### config.mk
export PLATFORM = sky130hd
export DESIGN_NAME = substring_position_search_unit_flat
export DESIGN_NICKNAME = d
export VERILOG_FILES = /design/src/hw/rtl/sps_pkg.sv /design/src/hw/rtl/sps_in_if.sv /design/src/hw/rtl/sps_out_if.sv /design/src/hw/rtl/sps_pattern.sv /design/src/hw/rtl/sps_text.sv /design/src/hw/rtl/substring_position_search_unit.sv /design/src/flat_wrapper.sv
export SDC_FILE = /design/constraint.sdc
export NUM_CORES = 1
export LEC_CHECK = 0
export ABC_AREA = 1
export BUFFER_PORTS_ARGS = -buffer_cell sky130_fd_sc_hd__buf_2
export CAP_MARGIN = 20
export CORE_ASPECT_RATIO = 2
export CORE_UTILIZATION = 68
export CTS_BUF_LIST = sky130_fd_sc_hd__clkbuf_16
export DETAILED_ROUTE_END_ITERATION = 6
export GPL_TIMING_DRIVEN = 0
export PLACE_DENSITY = 0.82
export RECOVER_POWER = 100
export SYNTH_ARGS = -nofsm -noshare
export SYNTH_HDL_FRONTEND = slang
export SYNTH_HIERARCHICAL = 1
export SYNTH_SLANG_ARGS = --single-unit
### constraint.sdc
create_clock -name clk -period 14.95 [get_ports clk]
set_clock_uncertainty 0.2 [all_clocks]
set_input_delay 0.7475 -clock clk [delete_from_list [all_inputs] [get_ports clk]]
set_output_delay 0.7475 -clock clk [all_outputs]
set_load 0.02 [all_outputs]
### src/hw/rtl/sps_pkg.sv
// shared types and constants for the substring position search unit
// no dependencies
package sps_pkg;

  localparam int PATTERN_MAX_DEF = 16;
  localparam int TEXT_MAX_DEF    = 4096;

  localparam int MODE_W   = 2;
  localparam int BYTE_W   = 8;
  localparam int POS_W    = 13;
  localparam int STATUS_W = 2;

  typedef enum logic [MODE_W-1:0] {
    MODE_PAT  = 2'd0,
    MODE_TEXT = 2'd1,
    MODE_END  = 2'd2,
    MODE_CLR  = 2'd3
  } mode_t;

  typedef enum logic [STATUS_W-1:0] {
    ST_OK      = 2'd0,
    ST_PAT_OVF = 2'd1,
    ST_TXT_OVF = 2'd2
  } status_t;

  typedef struct packed {
    logic              pat_wr;
    logic              pat_clr;
    logic              txt_push;
    logic              txt_end;
    logic [BYTE_W-1:0] data;
  } sps_ctl_t;

endpackage

### src/hw/rtl/sps_in_if.sv
// request channel carrying mode and data byte
// depends on sps_pkg
interface sps_in_if;
  logic                       valid;
  logic                       ready;
  logic [sps_pkg::MODE_W-1:0] mode;
  logic [sps_pkg::BYTE_W-1:0] data_byte;

  modport source (output valid, output mode, output data_byte, input ready);
  modport sink   (input valid, input mode, input data_byte, output ready);
endinterface

### src/hw/rtl/sps_out_if.sv
// result channel carrying position and status
// depends on sps_pkg
interface sps_out_if;
  logic                         valid;
  logic                         ready;
  logic [sps_pkg::POS_W-1:0]    position;
  logic [sps_pkg::STATUS_W-1:0] status;

  modport source (output valid, output position, output status, input ready);
  modport sink   (input valid, input position, input status, output ready);
endinterface

### src/hw/rtl/sps_pattern.sv
// pattern byte store with fill count and overflow flag
// depends on sps_pkg
module sps_pattern #(
  parameter int PATTERN_MAX = sps_pkg::PATTERN_MAX_DEF,
  parameter int CNT_W       = $clog2(PATTERN_MAX + 1)
) (
  input  logic                                       clk,
  input  logic                                       rst_n,
  input  sps_pkg::sps_ctl_t                          ctl,
  output logic [PATTERN_MAX-1:0][sps_pkg::BYTE_W-1:0] pattern,
  output logic [CNT_W-1:0]                           pat_count,
  output logic                                       pat_ovf
);
  import sps_pkg::*;

  logic [PATTERN_MAX-1:0][BYTE_W-1:0] store_r;
  logic [CNT_W-1:0]                   count_r;
  logic                               ovf_r;
  logic                               full;

  assign full = (count_r == CNT_W'(PATTERN_MAX));

  // entries are written only below the fill count, so no reset here
  always_ff @(posedge clk) begin
    for (int i = 0; i < PATTERN_MAX; i++) begin
      if (ctl.pat_wr && !full && (count_r == CNT_W'(i))) begin
        store_r[i] <= ctl.data;
      end
    end
  end

  always_ff @(posedge clk) begin
    if (!rst_n) begin
      count_r <= '0;
      ovf_r   <= 1'b0;
    end else if (ctl.pat_clr) begin
      count_r <= '0;
      ovf_r   <= 1'b0;
    end else if (ctl.pat_wr) begin
      if (full) begin
        ovf_r <= 1'b1;
      end else begin
        count_r <= count_r + 1'b1;
      end
    end
  end

  assign pattern   = store_r;
  assign pat_count = count_r;
  assign pat_ovf   = ovf_r;

endmodule

### src/hw/rtl/sps_text.sv
// text window shift line, text counter and parallel pattern compare
// depends on sps_pkg
module sps_text #(
  parameter int PATTERN_MAX = sps_pkg::PATTERN_MAX_DEF,
  parameter int TEXT_MAX    = sps_pkg::TEXT_MAX_DEF,
  parameter int CNT_W       = $clog2(PATTERN_MAX + 1),
  parameter int TC_W        = $clog2(TEXT_MAX + 1)
) (
  input  logic                                       clk,
  input  logic                                       rst_n,
  input  sps_pkg::sps_ctl_t                          ctl,
  input  logic [PATTERN_MAX-1:0][sps_pkg::BYTE_W-1:0] pattern,
  input  logic [CNT_W-1:0]                           pat_count,
  output logic [TC_W-1:0]                            match_pos,
  output logic                                       txt_ovf
);
  import sps_pkg::*;

  localparam int CW = (TC_W > CNT_W) ? TC_W : CNT_W;

  logic [PATTERN_MAX-1:0][BYTE_W-1:0] win_r;
  logic [PATTERN_MAX-1:0][BYTE_W-1:0] win_nxt;
  logic [TC_W-1:0]                    tcount_r;
  logic [TC_W-1:0]                    tcount_nxt;
  logic [TC_W-1:0]                    match_r;
  logic                               ovf_r;
  logic                               full;
  logic [PATTERN_MAX-1:0]             hit_len;
  logic                               hit;
  logic [CW-1:0]                      tc_ext;
  logic [CW-1:0]                      pc_ext;
  logic [CW-1:0]                      start_ext;

  assign full       = (tcount_r == TC_W'(TEXT_MAX));
  assign tcount_nxt = tcount_r + 1'b1;

  always_comb begin
    win_nxt[0] = ctl.data;
    for (int k = 1; k < PATTERN_MAX; k++) begin
      win_nxt[k] = win_r[k-1];
    end
  end

  // one compare row per candidate pattern length
  always_comb begin
    for (int j = 0; j < PATTERN_MAX; j++) begin
      hit_len[j] = 1'b1;
      for (int i = 0; i <= j; i++) begin
        if (pattern[i] != win_nxt[j-i]) begin
          hit_len[j] = 1'b0;
        end
      end
    end
  end

  assign tc_ext    = CW'(tcount_nxt);
  assign pc_ext    = CW'(pat_count);
  assign start_ext = tc_ext - pc_ext + 1'b1;

  always_comb begin
    hit = 1'b0;
    for (int j = 0; j < PATTERN_MAX; j++) begin
      if (pat_count == CNT_W'(j + 1)) begin
        hit = hit_len[j];
      end
    end
    if (tc_ext < pc_ext) begin
      hit = 1'b0;
    end
  end

  // window contents past the text count never reach the compare
  always_ff @(posedge clk) begin
    if (ctl.txt_push && !full) begin
      win_r <= win_nxt;
    end
  end

  always_ff @(posedge clk) begin
    if (!rst_n) begin
      tcount_r <= '0;
      match_r  <= '0;
      ovf_r    <= 1'b0;
    end else if (ctl.txt_end) begin
      tcount_r <= '0;
      match_r  <= '0;
      ovf_r    <= 1'b0;
    end else if (ctl.txt_push) begin
      if (full) begin
        ovf_r <= 1'b1;
      end else begin
        tcount_r <= tcount_nxt;
        if ((match_r == '0) && hit) begin
          match_r <= start_ext[TC_W-1:0];
        end
      end
    end
  end

  assign match_pos = match_r;
  assign txt_ovf   = ovf_r;

endmodule

### src/hw/rtl/substring_position_search_unit.sv
// substring position search unit: pattern store, text window, result register
// an end request is held in the input register, then its result is written to the result register
// throughput: one request per cycle, but an end request stalls while the result register is still held
// reset: clears pattern count, text count, match and overflow flags at once
// depends on sps_pkg, sps_in_if, sps_out_if, sps_pattern, sps_text
module substring_position_search_unit #(
  parameter int PATTERN_MAX = sps_pkg::PATTERN_MAX_DEF,
  parameter int TEXT_MAX    = sps_pkg::TEXT_MAX_DEF
) (
  input logic       clk,
  input logic       rst_n,
  sps_in_if.sink    in_ch,
  sps_out_if.source out_ch
);
  import sps_pkg::*;

  localparam int CNT_W = $clog2(PATTERN_MAX + 1);
  localparam int TC_W  = $clog2(TEXT_MAX + 1);

  logic                               in_v_r;
  mode_t                              in_mode_r;
  logic [BYTE_W-1:0]                  in_byte_r;
  logic                               go;
  logic                               accept;
  sps_ctl_t                           ctl;
  logic [PATTERN_MAX-1:0][BYTE_W-1:0] pattern;
  logic [CNT_W-1:0]                   pat_count;
  logic                               pat_ovf;
  logic [TC_W-1:0]                    match_pos;
  logic                               txt_ovf;
  logic                               out_v_r;
  logic [POS_W-1:0]                   out_pos_r;
  status_t                            out_st_r;
  logic [POS_W-1:0]                   pos_nxt;
  status_t                            st_nxt;

  // an end request waits only while the result register is still held
  assign go     = in_v_r && ((in_mode_r != MODE_END) || !out_v_r || out_ch.ready);
  assign accept = in_ch.valid && in_ch.ready;
  assign in_ch.ready = !in_v_r || go;

  always_ff @(posedge clk) begin
    if (!rst_n) begin
      in_v_r <= 1'b0;
    end else if (accept) begin
      in_v_r <= 1'b1;
    end else if (go) begin
      in_v_r <= 1'b0;
    end
  end

  always_ff @(posedge clk) begin
    if (accept) begin
      in_mode_r <= mode_t'(in_ch.mode);
      in_byte_r <= in_ch.data_byte;
    end
  end

  always_comb begin
    ctl          = '0;
    ctl.data     = in_byte_r;
    if (go) begin
      unique case (in_mode_r)
        MODE_PAT:  ctl.pat_wr   = 1'b1;
        MODE_TEXT: ctl.txt_push = 1'b1;
        MODE_END:  ctl.txt_end  = 1'b1;
        MODE_CLR:  ctl.pat_clr  = 1'b1;
        default:   ctl          = '0;
      endcase
    end
  end

  sps_pattern #(
    .PATTERN_MAX (PATTERN_MAX),
    .CNT_W       (CNT_W)
  ) u_pattern (
    .clk       (clk),
    .rst_n     (rst_n),
    .ctl       (ctl),
    .pattern   (pattern),
    .pat_count (pat_count),
    .pat_ovf   (pat_ovf)
  );

  sps_text #(
    .PATTERN_MAX (PATTERN_MAX),
    .TEXT_MAX    (TEXT_MAX),
    .CNT_W       (CNT_W),
    .TC_W        (TC_W)
  ) u_text (
    .clk       (clk),
    .rst_n     (rst_n),
    .ctl       (ctl),
    .pattern   (pattern),
    .pat_count (pat_count),
    .match_pos (match_pos),
    .txt_ovf   (txt_ovf)
  );

  // empty pattern always reports the first position
  always_comb begin
    pos_nxt = (pat_count == '0) ? POS_W'(1) : POS_W'(match_pos);
    if (pat_ovf) begin
      st_nxt = ST_PAT_OVF;
    end else if (txt_ovf) begin
      st_nxt = ST_TXT_OVF;
    end else begin
      st_nxt = ST_OK;
    end
  end

  always_ff @(posedge clk) begin
    if (!rst_n) begin
      out_v_r <= 1'b0;
    end else if (ctl.txt_end) begin
      out_v_r <= 1'b1;
    end else if (out_ch.ready) begin
      out_v_r <= 1'b0;
    end
  end

  always_ff @(posedge clk) begin
    if (ctl.txt_end) begin
      out_pos_r <= pos_nxt;
      out_st_r  <= st_nxt;
    end
  end

  assign out_ch.valid    = out_v_r;
  assign out_ch.position = out_pos_r;
  assign out_ch.status   = out_st_r;

endmodule
### src/flat_wrapper.sv
// flat-port wrapper written by rule: the top's interface ports become plain ports
module substring_position_search_unit_flat import sps_pkg::*;
#(
  parameter int PATTERN_MAX = sps_pkg::PATTERN_MAX_DEF,
  parameter int TEXT_MAX    = sps_pkg::TEXT_MAX_DEF
)
  (clk, rst_n, in_ch_valid, in_ch_mode, in_ch_data_byte, in_ch_ready, out_ch_valid, out_ch_position, out_ch_status, out_ch_ready);
  sps_in_if in_ch_i ();
  sps_out_if out_ch_i ();
  input logic clk;
  input logic rst_n;
  input wire logic [$bits(in_ch_i.valid)-1:0] in_ch_valid;
  input wire logic [$bits(in_ch_i.mode)-1:0] in_ch_mode;
  input wire logic [$bits(in_ch_i.data_byte)-1:0] in_ch_data_byte;
  output wire logic [$bits(in_ch_i.ready)-1:0] in_ch_ready;
  output wire logic [$bits(out_ch_i.valid)-1:0] out_ch_valid;
  output wire logic [$bits(out_ch_i.position)-1:0] out_ch_position;
  output wire logic [$bits(out_ch_i.status)-1:0] out_ch_status;
  input wire logic [$bits(out_ch_i.ready)-1:0] out_ch_ready;
  assign in_ch_i.valid = in_ch_valid;
  assign in_ch_i.mode = in_ch_mode;
  assign in_ch_i.data_byte = in_ch_data_byte;
  assign in_ch_ready = in_ch_i.ready;
  assign out_ch_valid = out_ch_i.valid;
  assign out_ch_position = out_ch_i.position;
  assign out_ch_status = out_ch_i.status;
  assign out_ch_i.ready = out_ch_ready;
  substring_position_search_unit #(.PATTERN_MAX(PATTERN_MAX), .TEXT_MAX(TEXT_MAX)) u_core (.clk(clk), .rst_n(rst_n), .in_ch(in_ch_i), .out_ch(out_ch_i));
endmodule
==> summary.md, run 1 <==
| Metric | Value |
|---|---|
| Rows | `100` |
| Synth Area in Simple Gates | `24.0%` |
| H-tree depth | `1` |
| Die H | `278 um` |
| Synthesized area | `25800 um^2` |
| Largest net degree at the start of global routing | `74` |
| Clk sinks | `308` |
| Failing step | `global routing (5_1_grt)` |
| IO Pins | `31` |
| Compound-Gate Fraction of Synth Area | `5.51%` |
| Mux contribution to synthesized area | `0%` |
| Mapped Nets | `3247` |
| Predominant post-synthesis flop cell | `edfxtp_1` |
| GRT Resource Usage Total | `80.8%` |
| Post-synthesis adder-cell area fraction | `1.66%` |
| Syn_area_per_cell | `8.07 um^2` |
| Synth Area in XOR/XNOR | `24.4%` |
| Post-CTS sizing | `0` |
| Starting Density | `69.3%` |
| Synthesized flop and latch total | `308` |
| FFs w/ async S/R, synth | `0%` |
| Status | `did not finish` |
| Post-synth EDFFs | `273` |
| Die Span X | `140 um` |
| Post-CTS Setup Inserts | `0` |
| CTS Buffer Depth | `3` |
| Log Error | `[ERROR GRT-0116] Global routing finished with congestion. Check the congestion regions in the DRC Viewer.` |
| Sequential area share after synthesis | `34.4%` |
| Hold_buf cts | `0` |
| First-pass GRT wire length | `228000 um` |
| Number of global-route vias before repair | `29.9k` |
| Root buf cell | `clkbuf_16` |
| DP Wirelength | `94900 um` |
| Post-Synthesis Cells | `3200` |
| Yosys cell types | `51` |
| Number of synthesis warnings | `6` |
| GRT overflow | `1635` |
| Placer's final routability congestion estimate | `1.67` |
| CTS buffer count | `27` |
| IO buf count | `30` |
| Largest family of logic cells by synthesized area | `XOR/XNOR gates` |
## per-layer routing
layer	overflow	GRT usage [%]
met1	31	76.6
met5	6	39.2
met2	1128	103
met4	432	84.6
met3	38	60.9
## logic make-up after synthesis
group	count (synthesis)
AND/OR/NAND/NOR	1400
XOR/XNOR	719
AO/OA/AOI/OAI	239
flip-flops	308
buffers and inverters	501
adder cells (fa/ha/maj)	33
## metrics by stage
stage	setup slack [ns]	util [%]	instances	area, um^2	hold slack (ns)
floorplan	9.66	-	3200	25800	0.221
global placement	7.30	71.2	3689	26600	0.225
detailed placement	10.40	71.4	3692	26600	0.230
CTS	10.35	73.7	3742	27500	0.115
## cell usage after synthesis, drive strengths merged (18+ instances only)
cell type | number | share of area [%]
a21oi | 79 | 1.6
o21ai | 37 | 0.72
dfxtp | 35 | 2.7
clkbuf | 39 | 0.57
nand2 | 660 | 9.7
nor3 | 57 | 1.1
inv | 244 | 3.5
xnor2 | 334 | 11
ha | 31 | 1.5
edfxtp | 273 | 32
o22ai | 96 | 2.3
nor2 | 311 | 4.6
buf | 216 | 5.8
nand3 | 106 | 2.1
or2 | 18 | 0.44
nand4 | 134 | 3.2
xor2 | 385 | 13
nor4 | 101 | 2.4
==> run 2, diff against run 1 <==
--- a/config.mk
+++ b/config.mk
@@ -8,12 +8,10 @@
 export ABC_AREA = 1
 export BUFFER_PORTS_ARGS = -buffer_cell sky130_fd_sc_hd__buf_2
 export CAP_MARGIN = 20
-export CORE_ASPECT_RATIO = 2
-export CORE_UTILIZATION = 68
-export CTS_BUF_LIST = sky130_fd_sc_hd__clkbuf_16
+export CORE_UTILIZATION = 40
 export DETAILED_ROUTE_END_ITERATION = 6
 export GPL_TIMING_DRIVEN = 0
-export PLACE_DENSITY = 0.82
+export PLACE_DENSITY_LB_ADDON = 0.15
 export RECOVER_POWER = 100
 export SYNTH_ARGS = -nofsm -noshare
 export SYNTH_HDL_FRONTEND = slang
==> run 2 against run 1 <==
Effect of this change:
- synthesized cell count is the same
- area after synthesis is the same
- the flow now finishes, with violations (design-rule violations, max-capacitance violations, max-slew violations)
==> summary.md, run 2 <==
| Metric | Value |
|---|---|
| Root buf cell | `clkbuf_16 (unchanged)` |
| Fin crit period | `6.17 ns` |
| Synth area leaders | `edfxtp_1 32%, xor2_1 13%, xnor2_1 11% (unchanged)` |
| Worst-path clk slew | `0.06 ns` |
| Area Growth Syn to Fin | `9.50%` |
| CP Data Required Time | `14.87 ns` |
| Mapped Nets | `3247 (unchanged)` |
| Maximum clock frequency | `162 MHz` |
| CTS Buffer Depth | `3 (unchanged)` |
| GRT Resource Usage Total | `49.4%` |
| Setup Slack @ Placement | `10.26 ns (was 10.40 ns)` |
| IO Pins | `31 (unchanged)` |
| Post-Synthesis Cells | `3200 (unchanged)` |
| Switching share of power | `26.7%` |
| GRT overflow | `0` |
| Gate power share | `9.1%` |
| Post-Place Cells | `4086 (was 3692)` |
| Clk network pwr share | `44.9%` |
| Leak | `0.0109 uW` |
| Iteration-0 DRC Markers | `4991` |
| Share of cells above drive strength 1 | `9.97%` |
| Normalized max-slew margin | `-124%` |
| H-tree depth | `2 (was 1)` |
| Number of synthesis warnings | `6 (unchanged)` |
| Post-CTS Setup Inserts | `0 (unchanged)` |
| DR pass1 iterations | `7` |
| Initial antenna violation count | `7` |
| Post-synth EDFFs | `273 (unchanged)` |
| CP endpoint kind | `flop` |
| Final non-filler cell total | `4159` |
| Layout Nets | `3328` |
| Worst Path Arrival | `6.09 ns` |
| CP startpoint kind | `flop` |
| Switching power | `559 uW` |
| First-pass GRT wire length | `217000 um` |
| Hold_buf cts | `0 (unchanged)` |
| CTS tree | `yes` |
| Placer's final routability congestion estimate | `1.17 (was 1.67)` |
| Pwr Density | `74.1 nW/um^2` |
| Share of Yosys cell area claimed by the top area cell type | `31.7% (unchanged)` |
| Setup ws final | `8.78 ns` |
| Via count | `26.8k` |
| Reg power frac | `46.0%` |
| Top post-synthesis cells by count | `655 x nand2_1, 385 x xor2_1, 334 x xnor2_1 (unchanged)` |
| RSZ-0062 raised after global routing | `no` |
| Vias per inst | `6.43` |
| Largest net degree at the start of global routing | `55` |
| Die Area | `65600 um^2` |
| Number of global-route vias before repair | `24.6k` |
| IO buf count | `30 (unchanged)` |
| Routed wire per std cell | `39.9 um` |
| Max Cap Violations | `5` |
| Clk sinks | `308 (unchanged)` |
| Rows | `92 (was 100)` |
| Crit-path max FO | `54` |
| Die Span X | `256 um (was 140 um)` |
| Final WL | `166000 um` |
| Tot Pwr | `2100 uW` |
| Predominant post-synthesis flop cell | `edfxtp_1 (unchanged)` |
| Failing checks | `design-rule violations, max-capacitance violations, max-slew violations` |
| Most common cell after layout, fill and taps aside | `nand2_1` |
| Crit share post-route | `41.3%` |
| Yosys cell types | `51 (unchanged)` |
| Post-route ant nets | `0` |
| Synthesized flop and latch total | `308 (unchanged)` |
| Post-CTS sizing | `0 (unchanged)` |
| Largest area contributor in the netlist | `edfxtp_1 (unchanged)` |
| Final slew viol count | `160` |
| Final Hold Violating Endpoints | `0` |
| Setup violations, final | `0` |
| DRC viols | `27` |
| CTS buffer count | `37 (was 27)` |
| Top-count cell post-synth | `nand2_1 (unchanged)` |
| Syn_area_per_cell | `8.07 um^2 (unchanged)` |
| Worst-Margin Slew | `3.37 ns` |
| Starting Density | `40.7% (was 69.3%)` |
| FFs w/ async S/R, synth | `0% (unchanged)` |
| Status | `finished with violations (was did not finish)` |
| Die H | `256 um (was 278 um)` |
| Max reg flops | `128` |
| Critical path type | `flop to flop` |
| Core area | `63400 um^2` |
| DP Wirelength | `122000 um (was 94900 um)` |
| Worst skew pair latency | `0.59 ns` |
| Maximum VDD drop | `0.103 mV` |
| Internal power | `1540 uW` |
| Commonest non-fill, non-tap cells in the layout | `657 x nand2_1, 385 x xor2_1, 334 x xnor2_1, 307 x nor2_1, 273 x edfxtp_1` |
| Total negative slack | `0 ns` |
| Sequential area share after synthesis | `34.4% (unchanged)` |
| HP Class | `input pin to flop` |
| Synthesized area | `25800 um^2 (unchanged)` |
==> run 2: kinds of logic after synthesis <==
| kind of cell | after synthesis | synth area share (%) |
|---|---|---|
| adder cells (fa/ha/maj) | 33 | 1.66 |
| buffers and inverters | 501 | 9.99 |
| flip-flops | 308 | 34.4 |
| AO/OA/AOI/OAI | 239 | 5.51 |
| XOR/XNOR | 719 | 24.4 |
| AND/OR/NAND/NOR | 1400 | 24.0 |
==> run 2: worst max-delay path, cell delays in order (launching register included) <==
cell,delay (ns)
dfxtp_1,0.37
inv_1,0.14
ha_1,0.22
nand3_1,0.10
nor4_1,0.06
nand3_1,0.09
nand2_1,0.25
clkinv_1,0.30
clkbuf_1,1.43
clkbuf_1,2.45
==> run 2: stage by stage <==
| stage | utilization (%) | cell area [um^2] | hold slack [ns] |
|---|---|---|---|
| finish | 44.6 | 28300 | 0.134 |
| global placement | 42.6 | 27000 | 0.223 |
| CTS | 44.8 | 28400 | 0.122 |
| detailed placement | 42.9 | 27200 | 0.229 |
| global route | 44.6 | 28300 | 0.128 |
| floorplan | - | 25800 | 0.221 |
==> run 2: final cells by class <==
class,instances,area (um^2)
tap,846,1060
inverter,246,923
timing repair buffer,42,190
antenna,3,7.51
buffer,255,1620
clock inverter,26,304
fill,6422,35100
sequential,308,8900
clock buffer,42,945
multi-input combinational,2391,14300
==> run 2: final timing paths <==
path                                to  cells after the start                      start  slack (ns)
max          u_core/u_text/win_nxt[56]                      9  u_core/u_text/tcount_r[0]        8.78
min                u_core/in_mode_r[1]                      1              in_ch_mode[1]        0.13
max reg2reg  u_core/u_text/win_nxt[56]                      9  u_core/u_text/tcount_r[0]        8.78
min reg2reg  u_core/u_text/win_nxt[36]                      0  u_core/u_text/win_nxt[28]        0.24
==> run 2: metal layers <==
metal | wire (um) | vias up | global-route usage (%) | part of all wire [%]
met2 | 65100 | 2360 | 68.4 | 39
met5 | 33 | - | 0 | 0.020
met1 | 60200 | 13000 | 60.8 | 36
met3 | 22800 | 763 | 17.2 | 14
li1 | - | 10700 | - | -
met4 | 17800 | 6 | 42.2 | 11
==> run 2: power by group through the flow <==
stage	clock [uW]	combinational (uW)	sequential [uW]
after floorplan	0	116	972
after global placement	0	179	982
after detailed placement	0	183	980
after CTS	946	184	962
after global routing	976	197	964
final	941	191	963
No activity file was read; power rests on OpenSTA's default activity.
==> run 3, diff against run 2 <==
--- a/config.mk
+++ b/config.mk
@@ -5,7 +5,7 @@
 export SDC_FILE = /design/constraint.sdc
 export NUM_CORES = 1
 export LEC_CHECK = 0
-export ABC_AREA = 1
+export ABC_AREA = 0
 export BUFFER_PORTS_ARGS = -buffer_cell sky130_fd_sc_hd__buf_2
 export CAP_MARGIN = 20
 export CORE_UTILIZATION = 40
==> constraint.sdc (replaced) <==
create_clock -name clk -period 5.21 [get_ports clk]
set_clock_uncertainty 0.2 [all_clocks]
set_input_delay 0.2605 -clock clk [delete_from_list [all_inputs] [get_ports clk]]
set_output_delay 0.2605 -clock clk [all_outputs]
set_load 0.02 [all_outputs]
==> run 3 against run 2 <==
Effect of this change:
- combinational power grew 140%
- core utilization rose by 2.6 points
- synthesized cell count is 26% lower
- wire length decreased by 8.6%
- critical path type unchanged
- fmax increased by 17%
- die area fell by 6.9%
- non-clock buffer count up 113
- clock power grew to 2.8 times the previous value
- register-to-register slack got worse by 8.8 ns
- critical endpoint is now u_core/u_text/match_pos[10]
- total power grew to 2.8 times the previous value
- the run ends with design-rule violations, max-capacitance violations, max-slew violations, negative setup slack left
- count of clock-buffer cells in the layout shrank 2
- area after synthesis is 7.0% lower
==> summary.md, run 3 <==
| Metric | Value |
|---|---|
| Status | `finished with violations (unchanged)` |
| Failing checks | `design-rule violations, max-capacitance violations, max-slew violations, negative setup slack (was design-rule violations, max-capacitance violations, max-slew violations)` |
| Post-route ant nets | `0 (unchanged)` |
| Post-synth EDFFs | `273 (unchanged)` |
| Switching share of power | `25.4% (was 26.7%)` |
| Layout Nets | `2608 (was 3328)` |
| CTS buffer count | `36 (was 37)` |
| Rows | `89 (was 92)` |
| Initial antenna violation count | `8 (was 7)` |
| Max reg flops | `128 (unchanged)` |
| Syn_area_per_cell | `10.1 um^2 (was 8.07 um^2)` |
| Fill count | `5502 (was 6422)` |
| IO Pins | `31 (unchanged)` |
| Mapped Nets | `2430 (was 3247)` |
| Internal power | `4360 uW (was 1540 uW)` |
| Final Hold Violating Endpoints | `0 (unchanged)` |
| Pwr Density | `209 nW/um^2 (was 74.1 nW/um^2)` |
| FFs w/ async S/R, synth | `0% (unchanged)` |
| R2R Path End | `u_core/u_text/match_pos[10] (was u_core/u_text/win_nxt[56])` |
| GRT overflow | `0 (unchanged)` |
| Worst Path Arrival | `5.56 ns (was 6.09 ns)` |
| Die Area | `61100 um^2 (was 65600 um^2)` |
| Placed inst area | `26500 um^2 (was 27200 um^2)` |
| Predominant post-synthesis flop cell | `edfxtp_1 (unchanged)` |
| Max Cap Violations | `1 (was 5)` |
| Worst skew pair latency | `0.60 ns (was 0.59 ns)` |
| Worst hold start | `in_ch_data_byte[1] (was in_ch_mode[1])` |
| Setup violations, final | `5 (was 0)` |
| Worst reg2reg path depth | `12 (was 9)` |
| Most common cell after layout, fill and taps aside | `xnor2_1 (was nand2_1)` |
| Reg power frac | `47.0% (was 46.0%)` |
| Worst Hold Depth | `2 (was 1)` |
| Placer's final routability congestion estimate | `1.13 (was 1.17)` |
| Maximum VDD drop | `0.273 mV (was 0.103 mV)` |
| First-pass GRT wire length | `196000 um (was 217000 um)` |
| RSZ-0062 raised after global routing | `no (unchanged)` |
| Critical path type | `flop to flop (unchanged)` |
| Gate power share | `8.0% (was 9.1%)` |
| Routed wire per std cell | `45.1 um (was 39.9 um)` |
| Clk sinks | `308 (unchanged)` |
| Fin crit period | `5.27 ns (was 6.17 ns)` |
| Share of Yosys cell area claimed by the top area cell type | `34.1% (was 31.7%)` |
| Largest area contributor in the netlist | `edfxtp_1 (unchanged)` |
| GRT Resource Usage Total | `49.6% (was 49.4%)` |
| Post-Synthesis Cells | `2383 (was 3200)` |
| IO buf count | `30 (unchanged)` |
| Crit share post-route | `101% (was 41.3%)` |
| Worst-path clk slew | `0.06 ns (about the same)` |
| Worst-Margin Slew | `2.73 ns (was 3.37 ns)` |
| Setup ws final | `-0.0563 ns (was 8.78 ns)` |
| Final instance area | `27900 um^2 (was 28300 um^2)` |
| Yosys cell types | `62 (was 51)` |
| Root buf cell | `clkbuf_16 (unchanged)` |
| CTS tree | `yes (unchanged)` |
| Synth area leaders | `edfxtp_1 34%, xnor2_1 24%, xor2_1 16% (was edfxtp_1 32%, xor2_1 13%, xnor2_1 11%)` |
| H-tree depth | `2 (unchanged)` |
| Final WL | `152000 um (was 166000 um)` |
| Hold EP | `u_core/in_byte_r[1] (was u_core/in_mode_r[1])` |
| CP startpoint kind | `flop (unchanged)` |
| Synthesized flop and latch total | `308 (unchanged)` |
| Commonest non-fill, non-tap cells in the layout | `652 x xnor2_1, 442 x xor2_1, 273 x edfxtp_1, 194 x nand4_1, 177 x clkbuf_1 (was 657 x nand2_1, 385 x xor2_1, 334 x xnor2_1, 307 x nor2_1, 273 x edfxtp_1)` |
| Clk network pwr share | `45.0% (was 44.9%)` |
| Final slew viol count | `88 (was 160)` |
| DR pass1 iterations | `7 (unchanged)` |
| DP Wirelength | `112000 um (was 122000 um)` |
| Maximum clock frequency | `190 MHz (was 162 MHz)` |
| Die Span X | `247 um (was 256 um)` |
| Reg2reg start | `u_core/in_byte_r[6] (was u_core/u_text/tcount_r[0])` |
| Top-count cell post-synth | `xnor2_1 (was nand2_1)` |
| Core area | `59100 um^2 (was 63400 um^2)` |
| Leak | `0.00905 uW (was 0.0109 uW)` |
| Iteration-0 DRC Markers | `3866 (was 4991)` |
| Synthesized area | `24000 um^2 (was 25800 um^2)` |
| Die H | `247 um (was 256 um)` |
| HP Class | `input pin to flop (unchanged)` |
| Normalized max-slew margin | `-82.1% (was -124%)` |
| Sequential area share after synthesis | `37.0% (was 34.4%)` |
| CTS Buffer Depth | `3 (unchanged)` |
| Share of cells above drive strength 1 | `9.35% (was 9.97%)` |
| Number of global-route vias before repair | `20.6k (was 24.6k)` |
| Worst reg-to-reg setup slack | `-0.06 ns (was 8.78 ns)` |
| CP endpoint kind | `flop (unchanged)` |
| Area Growth Syn to Fin | `16.2% (was 9.50%)` |
| Largest net degree at the start of global routing | `88 (was 55)` |
| Multi-input gate area | `13800 um^2 (was 14300 um^2)` |
| Crit-path max FO | `18 (was 54)` |
| DRC viols | `2 (was 27)` |
| Reg area | `8900 um^2 (unchanged)` |
| Via count | `22.2k (was 26.8k)` |
| Starting Density | `40.6% (was 40.7%)` |
| Final non-filler cell total | `3363 (was 4159)` |
| Top post-synthesis cells by count | `652 x xnor2_1, 442 x xor2_1, 273 x edfxtp_1 (was 655 x nand2_1, 385 x xor2_1, 334 x xnor2_1)` |
| CP Data Required Time | `5.50 ns (was 14.87 ns)` |
| Switching power | `1480 uW (was 559 uW)` |
| Number of synthesis warnings | `6 (unchanged)` |
| Vias per inst | `6.60 (was 6.43)` |
| Post-Place Cells | `3270 (was 4086)` |
-- run 3: cell types whose count changed after synthesis, moves of 83 or more --
cell,change
nand2_1,-603
o22ai_1,-89
nand3_1,-83
buf_2,-107
nor2_1,-282
inv_1,-176
clkbuf_1,+133
xnor2_1,+318
-- run 3: worst max-delay path, stage by stage (launching register included) --
cell and delay, ns:
edfxtp_1 1.01, clkbuf_1 0.91, clkbuf_1 0.52, xor2_1 0.14, nor4_1 0.32, nand4_1 0.13, nor4_1 0.52, nand4_1 0.40
nand2_1 0.17, a22oi_1 0.13, a31o_2 0.33, buf_6 0.16, o31ai_2 0.22
-- run 3: layer usage --
layer | global-route usage, % | vias to the layer above | part of all wire, %
met5 | 1.47 | - | 0.14
met4 | 39.7 | 12 | 10
met3 | 21.9 | 690 | 15
met2 | 66.5 | 2147 | 38
met1 | 60.7 | 10900 | 37
li1 | - | 8489 | -
-- run 3: worst max path at each step --
stage / from / end / cells after the start
floorplan: u_core/u_text/tcount_r[0] / u_core/u_text/match_pos[11] / 12
finish: u_core/in_byte_r[6] / u_core/u_text/match_pos[10] / 12
detailed placement: u_core/in_byte_r[4] / u_core/u_text/match_pos[8] / 11
CTS: u_core/in_byte_r[1] / u_core/u_text/match_pos[10] / 13
global placement: u_core/u_text/tcount_r[0] / u_core/u_text/match_pos[11] / 12
global route: u_core/in_byte_r[0] / u_core/u_text/match_pos[10] / 12
-- run 3: cell type report --
class	count	area share, %
clock inverter	24	0.972
multi-input combinational	1753	49.6
buffer	270	4.04
antenna	3	0.0269
sequential	308	31.9
clock buffer	40	3.32
tap	773	3.46
inverter	52	0.717
timing repair buffer	140	6.00
-- run 3: logic make-up (layout without fill, tap and decap cells) --
logic type | Yosys count | count (layout) | share of synthesized area (%)
buf+inv | 322 | 526 | 5.23
mux | 2 | 2 | 0.0833
compound gates | 99 | 99 | 3.00
other cells | 0 | 3 | 0
simple gates | 525 | 525 | 13.0
flops | 308 | 308 | 37.0
fa+ha+maj | 33 | 33 | 1.78
xor+xnor | 1094 | 1094 | 39.9
-- run 3: timing repair --
item	CTS	global route
endpoints found under the setup margin	13	13
hold buffers	14	0
setup buffers	1	6
hold endpoints to repair	18	0
resized for setup	5	7
-- run 3: stage by stage --
step	setup slack (ns)	hold slack, ns	total power, uW	util, %	setup TNS [ns]
after floorplan	0.358	0.159	3020	-	0
after global placement	-2.24	0.225	3200	42.5	-264.94
after detailed placement	-0.269	0.230	3220	44.9	-2.97
after CTS	0.00188	0.159	5830	47.2	0
after global routing	0.0194	0.179	5930	47.2	0
final	-0.0563	0.185	5840	47.2	-0.177
-- run 3: power groups by stage --
stage	Combinational [uW]	Sequential, uW	Clock (uW)
final	465	2740	2630
after global routing	468	2740	2710
after CTS	436	2750	2650
after detailed placement	423	2800	0
after global placement	397	2800	0
after floorplan	242	2780	0
